===== src/hdl/ipyf_pkg.sv =====
package ipyf_pkg;

	localparam int IDX_W = 5;
	localparam int CW = 26;
	localparam int NW = 37;

	localparam logic [1:0] REG_ALPHA = 2'd0;
	localparam logic [1:0] REG_POFF = 2'd1;
	localparam logic [1:0] REG_YOFF = 2'd2;
	localparam logic [1:0] REG_DB = 2'd3;

	typedef enum logic [2:0] {
		ST_IDLE,
		ST_CORD,
		ST_DIV_GO,
		ST_DIV_WAIT,
		ST_MUL,
		ST_PRED,
		ST_FMUL,
		ST_WRITE
	} state_t;

	typedef enum logic [1:0] {
		JOB_PR,
		JOB_YR,
		JOB_PI,
		JOB_YI
	} job_t;

	typedef struct packed {
		logic load;
		logic cord_step;
		logic [IDX_W-1:0] cord_idx;
		logic div_go;
		logic div_store;
		job_t job;
		logic mul;
		logic pred;
		logic fmul;
		logic write;
	} cmd_t;

	typedef struct packed {
		logic div_done;
		logic out_busy;
	} stat_t;

	function automatic logic [CW-1:0] atan_q16(input logic [IDX_W-1:0] i);
		logic [CW-1:0] r;
		case (i)
			5'd0: r = 26'd2949120;
			5'd1: r = 26'd1740967;
			5'd2: r = 26'd919879;
			5'd3: r = 26'd466945;
			5'd4: r = 26'd234379;
			5'd5: r = 26'd117304;
			5'd6: r = 26'd58666;
			5'd7: r = 26'd29335;
			5'd8: r = 26'd14668;
			5'd9: r = 26'd7334;
			5'd10: r = 26'd3667;
			5'd11: r = 26'd1833;
			5'd12: r = 26'd917;
			5'd13: r = 26'd458;
			5'd14: r = 26'd229;
			5'd15: r = 26'd115;
			5'd16: r = 26'd57;
			5'd17: r = 26'd29;
			5'd18: r = 26'd14;
			5'd19: r = 26'd7;
			5'd20: r = 26'd4;
			5'd21: r = 26'd2;
			5'd22: r = 26'd1;
			default: r = 26'd0;
		endcase
		return r;
	endfunction

endpackage


===== src/hdl/ipyf_ctrl.sv =====
module ipyf_ctrl #(
	parameter int CORDIC_ITERATIONS = 16
) (
	input  logic            clk,
	input  logic            arst_n,
	input  logic            in_valid,
	output logic            in_ready,
	input  ipyf_pkg::stat_t stat,
	output ipyf_pkg::cmd_t  cmd
);
	import ipyf_pkg::*;

	state_t state_q, state_d;
	job_t job_q, job_d;
	logic [IDX_W-1:0] cnt_q, cnt_d;

	always_ff @(posedge clk or negedge arst_n) begin
		if (!arst_n) begin
			state_q <= ST_IDLE;
			job_q <= JOB_PR;
			cnt_q <= '0;
		end else begin
			state_q <= state_d;
			job_q <= job_d;
			cnt_q <= cnt_d;
		end
	end

	always_comb begin
		state_d = state_q;
		job_d = job_q;
		cnt_d = cnt_q;
		cmd = '0;
		cmd.job = job_q;
		cmd.cord_idx = cnt_q;
		in_ready = 1'b0;
		case (state_q)
			ST_IDLE: begin
				in_ready = 1'b1;
				if (in_valid) begin
					cmd.load = 1'b1;
					cnt_d = '0;
					state_d = ST_CORD;
				end
			end
			ST_CORD: begin
				cmd.cord_step = 1'b1;
				cnt_d = cnt_q + 1'b1;
				if (cnt_q == IDX_W'(CORDIC_ITERATIONS - 1)) begin
					job_d = JOB_PR;
					state_d = ST_DIV_GO;
				end
			end
			ST_DIV_GO: begin
				cmd.div_go = 1'b1;
				state_d = ST_DIV_WAIT;
			end
			ST_DIV_WAIT: begin
				if (stat.div_done) begin
					cmd.div_store = 1'b1;
					case (job_q)
						JOB_PR: begin
							job_d = JOB_YR;
							state_d = ST_DIV_GO;
						end
						JOB_YR: state_d = ST_MUL;
						JOB_PI: begin
							job_d = JOB_YI;
							state_d = ST_DIV_GO;
						end
						default: state_d = ST_PRED;
					endcase
				end
			end
			ST_MUL: begin
				cmd.mul = 1'b1;
				job_d = JOB_PI;
				state_d = ST_DIV_GO;
			end
			ST_PRED: begin
				cmd.pred = 1'b1;
				state_d = ST_FMUL;
			end
			ST_FMUL: begin
				cmd.fmul = 1'b1;
				state_d = ST_WRITE;
			end
			ST_WRITE: begin
				if (!stat.out_busy) begin
					cmd.write = 1'b1;
					state_d = ST_IDLE;
				end
			end
			default: state_d = ST_IDLE;
		endcase
	end
endmodule


===== config.mk =====
export PLATFORM = sky130hd
export DESIGN_NAME = ipyf_ctrl
export DESIGN_NICKNAME = d
export VERILOG_FILES = /design/src/hdl/ipyf_pkg.sv /design/src/hdl/ipyf_ctrl.sv
export SDC_FILE = /design/constraint.sdc
export NUM_CORES = 1
export LEC_CHECK = 0
export BUFFER_PORTS_ARGS = -buffer_cell sky130_fd_sc_hd__buf_2
export CAP_MARGIN = 5
export CELL_PAD_IN_SITES_DETAIL_PLACEMENT = 1
export CELL_PAD_IN_SITES_GLOBAL_PLACEMENT = 1
export CORE_MARGIN = 2
export CORE_UTILIZATION = 30
export DETAILED_ROUTE_END_ITERATION = 7
export GPL_ROUTABILITY_DRIVEN = 1
export PLACE_DENSITY_LB_ADDON = 0.25
export SYNTH_ARGS = -nofsm -noshare
export SYNTH_HDL_FRONTEND = slang
export SYNTH_SLANG_ARGS = --single-unit

===== constraint.sdc =====
create_clock -name clk -period 3.9 [get_ports clk]
set_clock_uncertainty 0.2 [all_clocks]
set_input_delay 0.78 -clock clk [delete_from_list [all_inputs] [get_ports clk]]
set_output_delay 0.78 -clock clk [all_outputs]
set_load 0.01 [all_outputs]

==> flow_metrics.py <==
metrics = {
    "run_status": {
        "outcome": "finished, final reports clean",
    },
    "yosys": {
        "synth-compound-area-share_pct": 23.1,
        "postSynthAreaPerCell_um2": 8.92,
        "synth_xor_area_share_pct": 0,
        "synth_top_family_by_area": "simple AND/OR/NAND/NOR gates",
        "yosys.area_share.simple_pct": 23.7,
        "syn-cell-area_um2": 607,
        "syn_nets": 75,
        "synth.distinct_cells": 29,
        "muxShareOfSynthArea_pct": 1.86,
        "ys_warn_count": 0,
        "synth-adder-area-share_pct": 4.12,
        "synthesis.instances": 68,
        "yosysSeqAreaShare_pct": 41.2,
        "ys_seq_elements": 10,
    },
    "sta": {
        "setup_violations": 0,
        "fin_crit_ns": 2.48,
        "worstMarginPinSlew_ns": 0.551,
        "final_max_slew_viol_count": 0,
        "rsz0062_at_grt": "false",
        "hold_viol": 0,
        "tns_ns": 0,
        "min_period_over_period_pct": 63.5,
        "max_freq_mhz": 404,
        "max-slew-margin-rel_pct": 63.3,
    },
    "finish": {
        "layout.cells.non_filler": 115,
        "nets": 97,
        "syn_to_final_growth_pct": 22.9,
        "insertedDiodeCount": 0,
        "nFillCells": 264,
        "final_common_cell": "buf_2",
        "drive_gt1_share_pct": 29.5,
        "final_cell_mix": "buf_2, dfrtp_1, nor2_1",
    },
    "clock_tree": {
        "cts_tree": "built",
        "cts_setup_buffers": 0,
        "root_buffer": "clkbuf_4",
        "clk_path_buf_depth": 2,
        "clock_latency_ns": 0.26,
        "numClockSinks": 10,
        "hold_buffers": 0,
        "clk_pin_slew_ns": 0.07,
        "cts_resized": 0,
        "numCtsBuffers": 3,
        "h-tree-depth": 1,
    },
    "grt": {
        "grt_first_pass_wirelength_um": 2650,
        "grt_use_total_pct": 14.2,
        "grt-ovfl-total": 0,
        "grt_max_degree": 19,
        "antenna_found_initial": 0,
        "grt_pass1_vias": 598,
    },
    "routing": {
        "drtAntennaViolNets": 0,
        "dr.pass1.iters": 4,
        "vias": 572,
        "drt_wl_total_um": 1520,
        "vias_per_cell": 4.97,
        "drc": 0,
        "first_iter_violations": 1,
        "wire_per_inst_um": 13.2,
    },
    "setup_path": {
        "cp-end-kind": "primary output",
        "cp.arrival_ns": 1.50,
        "path_max_fanout": 15,
        "worstPathRequired_ns": 2.92,
        "crit_type": "reg2out",
        "cp-start-kind": "register",
    },
    "floorplanning": {
        "fp-row-count": 16,
        "die_h_um": 49.0,
        "die_w_um": 49.0,
        "design.die.area_um2": 2400,
        "core_area_um2": 1940,
        "io_pins": 21,
        "start_util_pct": 31.3,
    },
    "placed_design": {
        "gp_congestion": 0.685,
        "place.detailed.hpwl_um": 1170,
        "dpl.cell_count": 112,
        "portBuffers": 20,
    },
    "power_and_ir_drop": {
        "peakVddDrop_v": 0.000264,
        "powerDensity_nw_per_um2": 807,
        "leakage_nw": 0.359,
    },
    "run": {
        "drv_cap": 0,
    },
    "min_path": {
        "min-delay-path-class": "in2async",
    },
}
[final timing paths]
kind	start	to	slack (ns)	cells after the start
max in group asynchronous	arst_n	cnt_q[2]$_DFFE_PN0P_	3.13	1
worst max-delay path	state_q[2]$_DFFE_PN0P_	cmd[14]	1.42	4
worst min-delay path	arst_n	job_q[0]$_DFFE_PN0P_	0.17	1
worst min register to register	cnt_q[4]$_DFFE_PN0P_	cnt_q[4]$_DFFE_PN0P_	0.31	1
min in group clk	cnt_q[4]$_DFFE_PN0P_	cnt_q[4]$_DFFE_PN0P_	0.31	1
worst max register to register	cnt_q[0]$_DFFE_PN0P_	job_q[1]$_DFFE_PN0P_	2.25	6
[cell usage after synthesis]
| master | instances | area share [%] |
|---|---|---|
| a21oi_1 | 5 | 4.1 |
| a32o_1 | 1 | 1.6 |
| o21ai_2 | 1 | 1.4 |
| o211ai_1 | 1 | 1.2 |
| nor3_1 | 2 | 1.6 |
| and3_1 | 2 | 2.1 |
| o21ai_0 | 5 | 4.1 |
| mux2_2 | 1 | 1.9 |
| or2_1 | 1 | 1.0 |
| o221ai_1 | 1 | 1.4 |
| buf_2 | 2 | 1.6 |
| o21ai_1 | 1 | 0.82 |
| nand3_1 | 2 | 1.6 |
| nor2b_1 | 2 | 2.1 |
| nand3b_1 | 2 | 2.5 |
| ha_1 | 2 | 4.1 |
| dfrtp_1 | 10 | 41 |
| nor2_1 | 6 | 3.7 |
| a22o_1 | 2 | 2.9 |
| o2bb2ai_1 | 1 | 1.4 |
| nand2_1 | 4 | 2.5 |
| buf_4 | 1 | 1.2 |
| or2b_1 | 1 | 1.2 |
| nor3b_1 | 1 | 1.2 |
| nand2b_1 | 3 | 3.1 |
| o22a_1 | 1 | 1.4 |
| inv_1 | 5 | 3.1 |
| a221oi_2 | 1 | 2.5 |
| and2_1 | 1 | 1.0 |
[flip-flops by register name (all words and copies together) (netlist names)]
signal	flops
state_q	3
job_q	2
cnt_q	5
[per-layer routing]
layer	vias up	part of all wire (%)	GRT usage, %
met1	273	46	16.5
li1	284	-	-
met2	13	49	25.6
met4	0	0.53	5.71
met3	2	4.5	2.45
met5	-	0	0
[kinds of logic (layout without fill, tap and decap cells)]
family                   count (synthesis)  after routing
AND/OR/NAND/NOR                         27             27
multiplexers                             1              1
AO/OA/AOI/OAI                           20             20
adder cells (fa/ha/maj)                  2              2
buffers and inverters                    8             28
flip-flops                              10             10
[per-stage QoR]
stage	instance area, um^2	hold slack, ns	utilization, %	total power, mW	setup WS, ns
5_1_grt	746	0.173	38.4	0.667	1.27
2_1_floorplan	607	0.284	-	0.436	1.71
4_1_cts	746	0.174	38.4	0.615	1.40
6_report	746	0.168	38.4	0.602	1.42
3_3_place_gp	723	0.293	37.2	0.530	1.58
3_5_place_dp	723	0.297	37.2	0.540	1.53
[worst max-delay path, stage by stage (launching register included)]
cell and delay [ns]:
dfrtp_1 0.54, or2_1 0.33, nor2_1 0.12, and2_1 0.14, buf_2 0.12
[layout make-up]
cell class	count	area (um^2)	area share, %
Multi-Input combinational cell	50	320	43.0
Sequential cell	10	250	33.6
Timing Repair Buffer	20	100	13.4
Tap cell	27	33.8	4.53
Clock buffer	3	22.5	3.02
Inverter	5	18.8	2.52
[power breakdown]
| group | switching (mW) | internal, mW |
|---|---|---|
| combinational | 0.156 | 0.139 |
| clock | 0.0364 | 0.0356 |
| sequential | 0.0843 | 0.151 |
| total | 0.277 | 0.325 |
Note: power is estimated with default switching activity, not from simulation.
